<file path="src/sv/trd_pkg.sv">
// ----------------------------------------------------------------------------
// trd_pkg
// Shared types and constants for the touch report decoder.
// ----------------------------------------------------------------------------
package trd_pkg;

    localparam int BYTE_W     = 8;
    localparam int COORD_W    = 12;
    localparam int IDX_W      = 3;
    localparam int POS_W      = 5;
    localparam int ROT_W      = 2;
    localparam int CFG_IDX_W  = 2;
    localparam int CFG_DATA_W = 12;
    localparam int NIB_W      = 4;

    localparam logic [IDX_W-1:0]  MAX_POINTS  = 3'd5;
    localparam logic [POS_W-1:0]  REPORT_LEN  = 5'd27;
    localparam logic [POS_W-1:0]  FILLER_END  = 5'd8;
    localparam logic [POS_W-1:0]  FIRST_LEN   = 5'd5;
    localparam logic [NIB_W-1:0]  ID_CODE     = 4'h6;
    localparam int                QUEUE_DEPTH = 2;

    localparam logic [COORD_W-1:0] PANEL_W_RST = 12'd320;
    localparam logic [COORD_W-1:0] PANEL_H_RST = 12'd480;

    typedef enum logic [CFG_IDX_W-1:0] {
        CFG_ROTATION     = 2'd0,
        CFG_PANEL_WIDTH  = 2'd1,
        CFG_PANEL_HEIGHT = 2'd2
    } cfg_index_t;

    typedef enum logic [ROT_W-1:0] {
        ROT_0   = 2'd0,
        ROT_90  = 2'd1,
        ROT_180 = 2'd2,
        ROT_270 = 2'd3
    } rot_t;

    // one decoded result waiting for the back end
    typedef struct packed {
        logic [IDX_W-1:0]   point_index;
        logic [COORD_W-1:0] x;
        logic [COORD_W-1:0] y;
        logic [BYTE_W-1:0]  pressure;
        logic [IDX_W-1:0]   point_count;
        logic               has_point;
        logic               last;
    } trd_entry_t;

    // queue handshake between the front end and the queue
    typedef struct packed {
        logic       push;
        trd_entry_t entry;
    } trd_push_t;

endpackage

</file>
<file path="src/sv/trd_if.sv">
// ----------------------------------------------------------------------------
// trd_if
// Channel interfaces: report bytes in, decoded points out, register writes.
// ----------------------------------------------------------------------------
interface trd_in_if import trd_pkg::*; ();
    logic              valid;
    logic              ready;
    logic [BYTE_W-1:0] report_byte;
    logic              frame_start;

    modport source (output valid, report_byte, frame_start, input ready);
    modport sink   (input valid, report_byte, frame_start, output ready);
endinterface

interface trd_out_if import trd_pkg::*; ();
    logic               valid;
    logic               ready;
    logic [IDX_W-1:0]   point_index;
    logic [COORD_W-1:0] coord_x;
    logic [COORD_W-1:0] coord_y;
    logic [BYTE_W-1:0]  pressure;
    logic [IDX_W-1:0]   point_count;
    logic               has_point;
    logic               last;

    modport source (output valid, point_index, coord_x, coord_y, pressure,
                    point_count, has_point, last, input ready);
    modport sink   (input valid, point_index, coord_x, coord_y, pressure,
                    point_count, has_point, last, output ready);
endinterface

interface trd_cfg_if import trd_pkg::*; ();
    logic                  valid;
    logic                  ready;
    logic [CFG_IDX_W-1:0]  index;
    logic [CFG_DATA_W-1:0] data;

    modport source (output valid, index, data, input ready);
    modport sink   (input valid, index, data, output ready);
endinterface

</file>
<file path="src/sv/touch_report_decoder_rotate.sv">
// ----------------------------------------------------------------------------
// touch_report_decoder_rotate
// Decodes touch reports byte by byte and gives rotated touch points.
//
//   channel  dir  carries
//   rpt      in   report_byte, frame_start
//   pts      out  point_index, coord_x, coord_y, pressure, point_count,
//                 has_point, last
//   cfg      in   index, data (rotation, panel_width, panel_height)
//
// One byte per cycle while the queue is not full. A result passes from the
// parser through the two-entry queue, then the rotation stage into the output register.
// rpt stalls only when the queue is full; cfg is always ready.
// Reset clears parser state and loads rotation 0, panel 320 x 480.
// ----------------------------------------------------------------------------
module touch_report_decoder_rotate import trd_pkg::*;
(
    input  logic      clk,
    input  logic      rst_n,
    trd_in_if.sink    rpt,
    trd_out_if.source pts,
    trd_cfg_if.sink   cfg
);

    trd_push_t  q_push;
    logic       q_full;
    logic       q_valid;
    logic       q_pop;
    trd_entry_t q_head;

    trd_front u_front (
        .clk    (clk),
        .rst_n  (rst_n),
        .rpt    (rpt),
        .q_full (q_full),
        .q_push (q_push)
    );

    trd_queue u_queue (
        .clk     (clk),
        .rst_n   (rst_n),
        .q_push  (q_push),
        .q_full  (q_full),
        .q_valid (q_valid),
        .q_head  (q_head),
        .q_pop   (q_pop)
    );

    trd_back u_back (
        .clk     (clk),
        .rst_n   (rst_n),
        .cfg     (cfg),
        .q_valid (q_valid),
        .q_head  (q_head),
        .q_pop   (q_pop),
        .pts     (pts)
    );

endmodule

</file>
<file path="src/sv/trd_front.sv">
// ----------------------------------------------------------------------------
// trd_front
// Byte parser: tracks report position, gathers point bytes, queues results.
// ----------------------------------------------------------------------------
module trd_front import trd_pkg::*;
(
    input  logic      clk,
    input  logic      rst_n,
    trd_in_if.sink    rpt,
    input  logic      q_full,
    output trd_push_t q_push
);

    logic [POS_W-1:0]  byte_pos_reg, byte_pos_next;
    logic [IDX_W-1:0]  active_cnt_reg, active_cnt_next;
    logic              frame_active_reg, frame_active_next;
    logic [BYTE_W-1:0] x_hi_reg, x_hi_next;
    logic [BYTE_W-1:0] y_hi_reg, y_hi_next;
    logic [BYTE_W-1:0] lo_nib_reg, lo_nib_next;

    logic              accept;
    logic [NIB_W-1:0]  nib;
    logic [POS_W-1:0]  pos_inc;
    logic [POS_W-1:0]  q;
    logic [IDX_W-1:0]  pt;
    logic [POS_W-1:0]  off;
    logic              data_byte;
    logic [IDX_W-1:0]  cnt_clamp;
    trd_push_t         push_c;

    assign rpt.ready = !q_full;
    assign accept    = rpt.valid && rpt.ready;
    assign nib       = rpt.report_byte[NIB_W-1:0];
    assign pos_inc   = byte_pos_reg + POS_W'(1);
    assign cnt_clamp = (nib > NIB_W'(MAX_POINTS)) ? MAX_POINTS : IDX_W'(nib);

    // point and offset within the report
    always_comb
    begin
        q         = pos_inc - FILLER_END;
        data_byte = 1'b1;
        pt        = '0;
        off       = '0;
        if (pos_inc <= FIRST_LEN)
        begin
            off = pos_inc - POS_W'(1);
        end
        else if (pos_inc < FILLER_END)
        begin
            data_byte = 1'b0;
        end
        else if (q < POS_W'(5))
        begin
            pt  = IDX_W'(1);
            off = q;
        end
        else if (q < POS_W'(10))
        begin
            pt  = IDX_W'(2);
            off = q - POS_W'(5);
        end
        else if (q < POS_W'(15))
        begin
            pt  = IDX_W'(3);
            off = q - POS_W'(10);
        end
        else
        begin
            pt  = IDX_W'(4);
            off = q - POS_W'(15);
        end
    end

    always_comb
    begin
        byte_pos_next     = byte_pos_reg;
        active_cnt_next   = active_cnt_reg;
        frame_active_next = frame_active_reg;
        x_hi_next         = x_hi_reg;
        y_hi_next         = y_hi_reg;
        lo_nib_next       = lo_nib_reg;
        push_c            = '0;
        push_c.entry.last = 1'b1;

        if (accept)
        begin
            if (rpt.frame_start)
            begin
                frame_active_next = 1'b0;
                byte_pos_next     = '0;
                if (nib == '0)
                begin
                    active_cnt_next = '0;
                    push_c.push     = 1'b1;
                end
                else
                begin
                    active_cnt_next   = cnt_clamp;
                    frame_active_next = 1'b1;
                end
            end
            else if (frame_active_reg)
            begin
                if (pos_inc > REPORT_LEN)
                begin
                    frame_active_next = 1'b0;
                end
                else
                begin
                    byte_pos_next = pos_inc;
                    if (pos_inc == POS_W'(1))
                    begin
                        if (nib != ID_CODE)
                        begin
                            frame_active_next = 1'b0;
                            active_cnt_next   = '0;
                            push_c.push       = 1'b1;
                        end
                    end
                    else if (data_byte && (pt < active_cnt_reg))
                    begin
                        case (off)
                            POS_W'(1): x_hi_next   = rpt.report_byte;
                            POS_W'(2): y_hi_next   = rpt.report_byte;
                            POS_W'(3): lo_nib_next = rpt.report_byte;
                            POS_W'(4):
                            begin
                                push_c.push              = 1'b1;
                                push_c.entry.point_index = pt;
                                push_c.entry.x           = {x_hi_reg,
                                                            lo_nib_reg[7:4]};
                                push_c.entry.y           = {y_hi_reg,
                                                            lo_nib_reg[3:0]};
                                push_c.entry.pressure    = rpt.report_byte;
                                push_c.entry.point_count = active_cnt_reg;
                                push_c.entry.has_point   = 1'b1;
                                push_c.entry.last        =
                                    (pt + IDX_W'(1)) == active_cnt_reg;
                                if (push_c.entry.last)
                                begin
                                    frame_active_next = 1'b0;
                                end
                            end
                            default: ;
                        endcase
                    end
                end
            end
        end
    end

    assign q_push = push_c;

    always_ff @(posedge clk or negedge rst_n)
    begin
        if (!rst_n)
        begin
            byte_pos_reg     <= '0;
            active_cnt_reg   <= '0;
            frame_active_reg <= 1'b0;
            x_hi_reg         <= '0;
            y_hi_reg         <= '0;
            lo_nib_reg       <= '0;
        end
        else
        begin
            byte_pos_reg     <= byte_pos_next;
            active_cnt_reg   <= active_cnt_next;
            frame_active_reg <= frame_active_next;
            x_hi_reg         <= x_hi_next;
            y_hi_reg         <= y_hi_next;
            lo_nib_reg       <= lo_nib_next;
        end
    end

endmodule

</file>
<file path="src/sv/trd_queue.sv">
// ----------------------------------------------------------------------------
// trd_queue
// Small result queue between parser and coordinate stage.
// ----------------------------------------------------------------------------
module trd_queue import trd_pkg::*;
(
    input  logic       clk,
    input  logic       rst_n,
    input  trd_push_t  q_push,
    output logic       q_full,
    output logic       q_valid,
    output trd_entry_t q_head,
    input  logic       q_pop
);

    localparam int PTR_W = (QUEUE_DEPTH > 1) ? $clog2(QUEUE_DEPTH) : 1;
    localparam int CNT_W = $clog2(QUEUE_DEPTH + 1);

    trd_entry_t       mem_reg [QUEUE_DEPTH];
    logic [PTR_W-1:0] wr_ptr_reg, wr_ptr_next;
    logic [PTR_W-1:0] rd_ptr_reg, rd_ptr_next;
    logic [CNT_W-1:0] count_reg, count_next;
    logic             do_push;
    logic             do_pop;

    assign q_full  = count_reg == CNT_W'(QUEUE_DEPTH);
    assign q_valid = count_reg != '0;
    assign q_head  = mem_reg[rd_ptr_reg];
    assign do_push = q_push.push && !q_full;
    assign do_pop  = q_pop && q_valid;

    always_comb
    begin
        wr_ptr_next = wr_ptr_reg;
        rd_ptr_next = rd_ptr_reg;
        count_next  = count_reg;
        if (do_push)
        begin
            wr_ptr_next = (wr_ptr_reg == PTR_W'(QUEUE_DEPTH - 1))
                          ? '0 : wr_ptr_reg + PTR_W'(1);
        end
        if (do_pop)
        begin
            rd_ptr_next = (rd_ptr_reg == PTR_W'(QUEUE_DEPTH - 1))
                          ? '0 : rd_ptr_reg + PTR_W'(1);
        end
        if (do_push && !do_pop)
        begin
            count_next = count_reg + CNT_W'(1);
        end
        else if (do_pop && !do_push)
        begin
            count_next = count_reg - CNT_W'(1);
        end
    end

    always_ff @(posedge clk)
    begin
        if (do_push)
        begin
            mem_reg[wr_ptr_reg] <= q_push.entry;
        end
    end

    always_ff @(posedge clk or negedge rst_n)
    begin
        if (!rst_n)
        begin
            wr_ptr_reg <= '0;
            rd_ptr_reg <= '0;
            count_reg  <= '0;
        end
        else
        begin
            wr_ptr_reg <= wr_ptr_next;
            rd_ptr_reg <= rd_ptr_next;
            count_reg  <= count_next;
        end
    end

endmodule

</file>
<file path="src/sv/trd_back.sv">
// ----------------------------------------------------------------------------
// trd_back
// Config registers, coordinate rotation and output register.
// ----------------------------------------------------------------------------
module trd_back import trd_pkg::*;
(
    input  logic       clk,
    input  logic       rst_n,
    trd_cfg_if.sink    cfg,
    input  logic       q_valid,
    input  trd_entry_t q_head,
    output logic       q_pop,
    trd_out_if.source  pts
);

    function automatic logic [COORD_W-1:0] sat_sub(
        input logic [COORD_W-1:0] a,
        input logic [COORD_W-1:0] b
    );
        sat_sub = (a > b) ? (a - b) : '0;
    endfunction

    rot_t               rot_reg;
    logic [COORD_W-1:0] panel_w_reg;
    logic [COORD_W-1:0] panel_h_reg;

    logic               out_valid_reg;
    logic [IDX_W-1:0]   idx_reg;
    logic [COORD_W-1:0] cx_reg, cx_next;
    logic [COORD_W-1:0] cy_reg, cy_next;
    logic [BYTE_W-1:0]  pres_reg;
    logic [IDX_W-1:0]   cnt_reg;
    logic               has_reg;
    logic               last_reg;

    logic [COORD_W-1:0] side_lo;
    logic [COORD_W-1:0] side_hi;
    logic [COORD_W-1:0] w_m1;
    logic [COORD_W-1:0] h_m1;
    logic               cfg_wr;

    assign cfg.ready = 1'b1;
    assign cfg_wr    = cfg.valid && cfg.ready;

    always_ff @(posedge clk or negedge rst_n)
    begin
        if (!rst_n)
        begin
            rot_reg     <= ROT_0;
            panel_w_reg <= PANEL_W_RST;
            panel_h_reg <= PANEL_H_RST;
        end
        else if (cfg_wr)
        begin
            case (cfg.index)
                CFG_ROTATION:     rot_reg     <= rot_t'(cfg.data[ROT_W-1:0]);
                CFG_PANEL_WIDTH:  panel_w_reg <= cfg.data;
                CFG_PANEL_HEIGHT: panel_h_reg <= cfg.data;
                default: ;
            endcase
        end
    end

    assign side_lo = (panel_w_reg < panel_h_reg) ? panel_w_reg : panel_h_reg;
    assign side_hi = (panel_w_reg < panel_h_reg) ? panel_h_reg : panel_w_reg;

    always_comb
    begin
        if (rot_reg == ROT_90 || rot_reg == ROT_270)
        begin
            w_m1 = sat_sub(side_hi, COORD_W'(1));
            h_m1 = sat_sub(side_lo, COORD_W'(1));
        end
        else
        begin
            w_m1 = sat_sub(side_lo, COORD_W'(1));
            h_m1 = sat_sub(side_hi, COORD_W'(1));
        end

        unique case (rot_reg)
            ROT_90:
            begin
                cx_next = q_head.y;
                cy_next = sat_sub(h_m1, q_head.x);
            end
            ROT_180:
            begin
                cx_next = sat_sub(w_m1, q_head.x);
                cy_next = sat_sub(h_m1, q_head.y);
            end
            ROT_270:
            begin
                cx_next = sat_sub(w_m1, q_head.y);
                cy_next = q_head.x;
            end
            default:
            begin
                cx_next = q_head.x;
                cy_next = q_head.y;
            end
        endcase

        if (!q_head.has_point)
        begin
            cx_next = '0;
            cy_next = '0;
        end
    end

    assign q_pop = q_valid && (!out_valid_reg || pts.ready);

    always_ff @(posedge clk or negedge rst_n)
    begin
        if (!rst_n)
        begin
            out_valid_reg <= 1'b0;
        end
        else if (q_pop)
        begin
            out_valid_reg <= 1'b1;
        end
        else if (pts.ready)
        begin
            out_valid_reg <= 1'b0;
        end
    end

    always_ff @(posedge clk)
    begin
        if (q_pop)
        begin
            idx_reg  <= q_head.point_index;
            cx_reg   <= cx_next;
            cy_reg   <= cy_next;
            pres_reg <= q_head.pressure;
            cnt_reg  <= q_head.point_count;
            has_reg  <= q_head.has_point;
            last_reg <= q_head.last;
        end
    end

    assign pts.valid       = out_valid_reg;
    assign pts.point_index = idx_reg;
    assign pts.coord_x     = cx_reg;
    assign pts.coord_y     = cy_reg;
    assign pts.pressure    = pres_reg;
    assign pts.point_count = cnt_reg;
    assign pts.has_point   = has_reg;
    assign pts.last        = last_reg;

endmodule
</file>
<file path="src/flat_wrapper.sv">
// flat-port wrapper written by rule: the top's interface ports become plain ports
module touch_report_decoder_rotate_flat import trd_pkg::*;
  (clk, rst_n, rpt_valid, rpt_report_byte, rpt_frame_start, rpt_ready, pts_valid, pts_point_index, pts_coord_x, pts_coord_y, pts_pressure, pts_point_count, pts_has_point, pts_last, pts_ready, cfg_valid, cfg_index, cfg_data, cfg_ready);
  trd_in_if rpt_i ();
  trd_out_if pts_i ();
  trd_cfg_if cfg_i ();
  input  logic clk;
  input  logic rst_n;
  input wire logic [$bits(rpt_i.valid)-1:0] rpt_valid;
  input wire logic [$bits(rpt_i.report_byte)-1:0] rpt_report_byte;
  input wire logic [$bits(rpt_i.frame_start)-1:0] rpt_frame_start;
  output wire logic [$bits(rpt_i.ready)-1:0] rpt_ready;
  output wire logic [$bits(pts_i.valid)-1:0] pts_valid;
  output wire logic [$bits(pts_i.point_index)-1:0] pts_point_index;
  output wire logic [$bits(pts_i.coord_x)-1:0] pts_coord_x;
  output wire logic [$bits(pts_i.coord_y)-1:0] pts_coord_y;
  output wire logic [$bits(pts_i.pressure)-1:0] pts_pressure;
  output wire logic [$bits(pts_i.point_count)-1:0] pts_point_count;
  output wire logic [$bits(pts_i.has_point)-1:0] pts_has_point;
  output wire logic [$bits(pts_i.last)-1:0] pts_last;
  input wire logic [$bits(pts_i.ready)-1:0] pts_ready;
  input wire logic [$bits(cfg_i.valid)-1:0] cfg_valid;
  input wire logic [$bits(cfg_i.index)-1:0] cfg_index;
  input wire logic [$bits(cfg_i.data)-1:0] cfg_data;
  output wire logic [$bits(cfg_i.ready)-1:0] cfg_ready;
  assign rpt_i.valid = rpt_valid;
  assign rpt_i.report_byte = rpt_report_byte;
  assign rpt_i.frame_start = rpt_frame_start;
  assign rpt_ready = rpt_i.ready;
  assign pts_valid = pts_i.valid;
  assign pts_point_index = pts_i.point_index;
  assign pts_coord_x = pts_i.coord_x;
  assign pts_coord_y = pts_i.coord_y;
  assign pts_pressure = pts_i.pressure;
  assign pts_point_count = pts_i.point_count;
  assign pts_has_point = pts_i.has_point;
  assign pts_last = pts_i.last;
  assign pts_i.ready = pts_ready;
  assign cfg_i.valid = cfg_valid;
  assign cfg_i.index = cfg_index;
  assign cfg_i.data = cfg_data;
  assign cfg_ready = cfg_i.ready;
  touch_report_decoder_rotate u_core (.clk(clk), .rst_n(rst_n), .rpt(rpt_i), .pts(pts_i), .cfg(cfg_i));
endmodule
</file>
<file path="config.mk">
export PLATFORM = sky130hd
export DESIGN_NAME = touch_report_decoder_rotate_flat
export DESIGN_NICKNAME = d
export VERILOG_FILES = /design/src/sv/trd_pkg.sv /design/src/sv/trd_if.sv /design/src/sv/touch_report_decoder_rotate.sv /design/src/sv/trd_front.sv /design/src/sv/trd_queue.sv /design/src/sv/trd_back.sv /design/src/flat_wrapper.sv
export SDC_FILE = /design/constraint.sdc
export NUM_CORES = 1
export LEC_CHECK = 0
export ABC_AREA = 1
export BUFFER_PORTS_ARGS = -buffer_cell sky130_fd_sc_hd__buf_2
export CAP_MARGIN = 20
export CORE_MARGIN = 3
export CORE_UTILIZATION = 65
export DETAILED_ROUTE_END_ITERATION = 10
export GPL_TIMING_DRIVEN = 1
export PLACE_DENSITY = 0.88
export SYNTH_ARGS = -nofsm -noshare
export SYNTH_HDL_FRONTEND = slang
export SYNTH_SLANG_ARGS = --single-unit
</file>
<file path="constraint.sdc">
create_clock -name clk -period 12.05 [get_ports clk]
set_input_delay 2.41 -clock clk [delete_from_list [all_inputs] [get_ports clk]]
set_output_delay 2.41 -clock clk [all_outputs]
set_load 0.005 [all_outputs]
</file>
==> flow_summary.yaml <==
timing:
  post-route-period-util_pct: 47.64
  fin_crit_ns: 5.741
  rsz0062_at_grt: "false"
  relSlewSlack_pct: 33.27
  setup_ws_ns: 6.309
  skew_ns: 0.02710
  hold_violations: 0
  fmax_mhz: 174.2
  max_slew.worst_pin.slew_ns: 0.9998
  final.setup.tns_ns: 0
  setup_viol: 0
  drv_slew: 0
placed_design:
  place_ws_ns: 6.497
  placed_area_mm2: 0.01323
  gp_congestion: 0.9982
  io_buffers: 69
  placed_cells: 1917
  place_hpwl_um: 25510
critical_path:
  cp_num_buf_inv: 4
  crit_path_frequent_cell: "nand2_1"
  crit_fanout: 34
  r2r-end: "u_core.u_back.pts.coord_y[10]$_SDFFCE_PN0P_"
  cp_num_cells: 30
  cp-start-kind: "register"
  cp-end-kind: "register"
  cp.arrival_ns: 5.93
  cp_top_family: "simple AND/OR/NAND/NOR gates"
  reg2reg_slack_ns: 6.31
  cpMaxStageDelayCell: "a21oi_4"
  required_ns: 12.24
  cp-startpoint: "u_core.u_back.panel_h_reg[7]$_DFFE_PN1P_"
  r2r_start: "u_core.u_back.panel_h_reg[7]$_DFFE_PN1P_"
  criticalPathCategory: "register to register"
  slowest_delay_ns: 0.55
  ff2ff_path_depth: 30
global_route:
  grt_max_degree: 65
  grt_pass1_vias: 10576
  globalRouteOverflowTotal: 0
  grt_pass1_wl_um: 54930
  grt_usage_pct: 32.10
  antenna_found_initial: 0
routing:
  wl_met2_um: 16150
  wl_per_cell_um: 17.64
  wl_um: 34380
  route.detailed.drc: 0
  drt_iter0_markers: 1186
  dr_wl_met3_um: 2530
  top_layer_used: "met4"
  dr_total_vias: 11239
  avgViaCountPerCell: 5.767
  met1Wirelength_um: 14460
  ant_nets: 0
  drt-pass1-iter-count: 8
clock_tree:
  clock-sinks: 184
  cts_tree: "built"
  postCtsResizedCells: 0
  h-tree-depth: 4
  hold_buffers: 0
  path_clk_slew_ns: 0.09
  clock_latency_ns: 0.46
  root_buffer: "clkbuf_16"
  numCtsBuffers: 17
  postCtsSetupBuffers: 0
  cts_buffer_depth: 2
finish:
  layout-drive-gt1-share_pct: 13.74
  nets: 1786
  final_common_cell: "nand2_1"
  fillers: 1503
  area_growth_pct: 8.542
  stdcell_count: 1949
  num_antenna_cells: 0
  fin_area_mm2: 0.01386
  final_cell_mix: "nand2_1, inv_1, edfxtp_1, nand3_1, nor2_1"
  largest_register_ff_count: 80
synth:
  synthFlopType: "edfxtp_1"
  synthTopCellsByArea: "edfxtp_1, nand2_1, dfrtp_1"
  ys_async_sr_fraction_pct: 34.78
  ys_types: 50
  yosys.area.top_type: "edfxtp_1"
  synth_top_area_share_pct: 28.21
  synth_seq_cells: 184
  syn-num-nets: 1738
  seq_area_frac_synth_pct: 40.81
  syn_avg_cell_area_um2: 7.845
  synth_edf_count: 120
  synth_area_mm2: 0.01277
  syn_inst: 1628
  yosys_warnings: 0
hold_path:
  hp-class: "register to register"
  hold_path.startpoint: "u_core.u_front.x_hi_reg[1]$_DFFE_PN0P_"
  hold_path_depth: 2
  min_to: "u_core.u_front.x_hi_reg[1]$_DFFE_PN0P_"
outcome:
  status: "completed"
power_and_ir_drop:
  p_leak_nw: 6.704
  p_switching_mw: 1.987
  clkPwrFrac_pct: 15.0
  swShare_pct: 50.39
  pwr-share-seq_pct: 23.8
  cellPowerDensity_mw_per_mm2: 284.5
  p_int_mw: 1.957
  ir_drop_mv: 0.2317
  comb_power_share_pct: 61.2
floorplan:
  die_w_um: 146.2
  initial_core_util_pct: 67.16
  io_pins: 71
  core.rowCount: 50
  die_area_mm2: 0.02137
  die_y_um: 146.2
  core_area_mm2: 0.01902
job:
  drv_cap: 0
-- cells in the mapped netlist, types with 2 or more instances --
library cell / number
o21bai_1: 12
a21o_1: 3
nand3_2: 4
nand2_2: 23
dfstp_2: 6
edfxtp_1: 120
o21ai_1: 12
nand3_1: 109
xnor2_1: 16
a31oi_1: 7
o22ai_1: 5
xor2_1: 20
o211ai_1: 14
nand4_1: 27
clkbuf_1: 23
o21a_1: 4
buf_4: 3
nor3_1: 17
o21ai_0: 106
buf_6: 12
nor2_2: 18
o41ai_1: 2
o21ai_2: 23
dfrtp_1: 58
nand2_1: 456
or2_2: 11
o31ai_1: 2
a21oi_2: 2
inv_2: 14
ha_1: 78
buf_2: 6
a21oi_1: 56
inv_4: 2
a221oi_1: 3
nor2_1: 110
nand2_4: 6
nand3_4: 2
buf_1: 3
inv_1: 213
nor2_4: 7
fa_1: 4
-- power groups by stage --
| stage | Clock, mW | Sequential, mW | Combinational (mW) |
|---|---|---|---|
| 6_report | 0.592 | 0.938 | 2.41 |
| 5_1_grt | 0.621 | 0.954 | 2.65 |
| 4_1_cts | 0.594 | 0.938 | 2.36 |
| 3_5_place_dp | 0 | 0.950 | 2.33 |
| 3_3_place_gp | 0 | 0.944 | 2.32 |
| 2_1_floorplan | 0 | 0.945 | 1.71 |
-- worst min-delay path: stages, from the launching register on --
cell     delay [ns]
dfrtp_1        0.35
nand2_1        0.06
o21ai_2        0.05
-- per-stage QoR --
stage | utilization, % | total power, mW | hold slack [ns]
floorplan | - | 2.652 | 0.4419
global placement | 69.56 | 3.268 | 0.4551
detailed placement | 69.56 | 3.282 | 0.4636
CTS | 72.89 | 3.887 | 0.4870
global route | 72.89 | 4.224 | 0.5166
finish | 72.89 | 3.944 | 0.4873
-- worst max-delay path by stage --
stage,endpoint,slack [ns]
after floorplan,u_core.u_queue.count_reg[1]$_DFFE_PN0P_,6.49
after global placement,u_core.u_back.pts.coord_y[10]$_SDFFCE_PN0P_,6.53
after detailed placement,u_core.u_back.pts.coord_y[10]$_SDFFCE_PN0P_,6.50
after CTS,u_core.u_back.pts.coord_y[10]$_SDFFCE_PN0P_,6.42
after global routing,u_core.u_back.pts.coord_y[10]$_SDFFCE_PN0P_,5.75
final,u_core.u_back.pts.coord_y[10]$_SDFFCE_PN0P_,6.31
-- per-layer routing --
layer,vias up,track usage [%]
met5,-,0
met4,0,11.95
met3,86,4.997
met2,509,52.00
met1,5193,44.05
li1,5451,-
-- cell families after synthesis --
family                   count (synthesis)  share of synthesized area (%)
XOR/XNOR                                36                          2.469
buffers and inverters                  276                          9.003
adder cells (fa/ha/maj)                 82                          8.268
other                                    1                        0.02936
multiplexers                             1                        0.07837
flip-flops                             184                          40.81
AND/OR/NAND/NOR                        792                          27.39
AO/OA/AOI/OAI                          256                          11.95
-- layout make-up --
| type | count | area, um^2 | area share [%] |
|---|---|---|---|
| well taps | 260 | 325.3 | 2.347 |
| multi-input cells | 1168 | 6429 | 46.37 |
| clock buffers | 17 | 425.4 | 3.069 |
| inverters | 229 | 864.6 | 6.236 |
| repair buffers | 76 | 397.9 | 2.870 |
| clock inverters | 15 | 209.0 | 1.507 |
| flip-flops and latches | 184 | 5213 | 37.60 |
No activity file was read; power rests on OpenSTA's default activity.
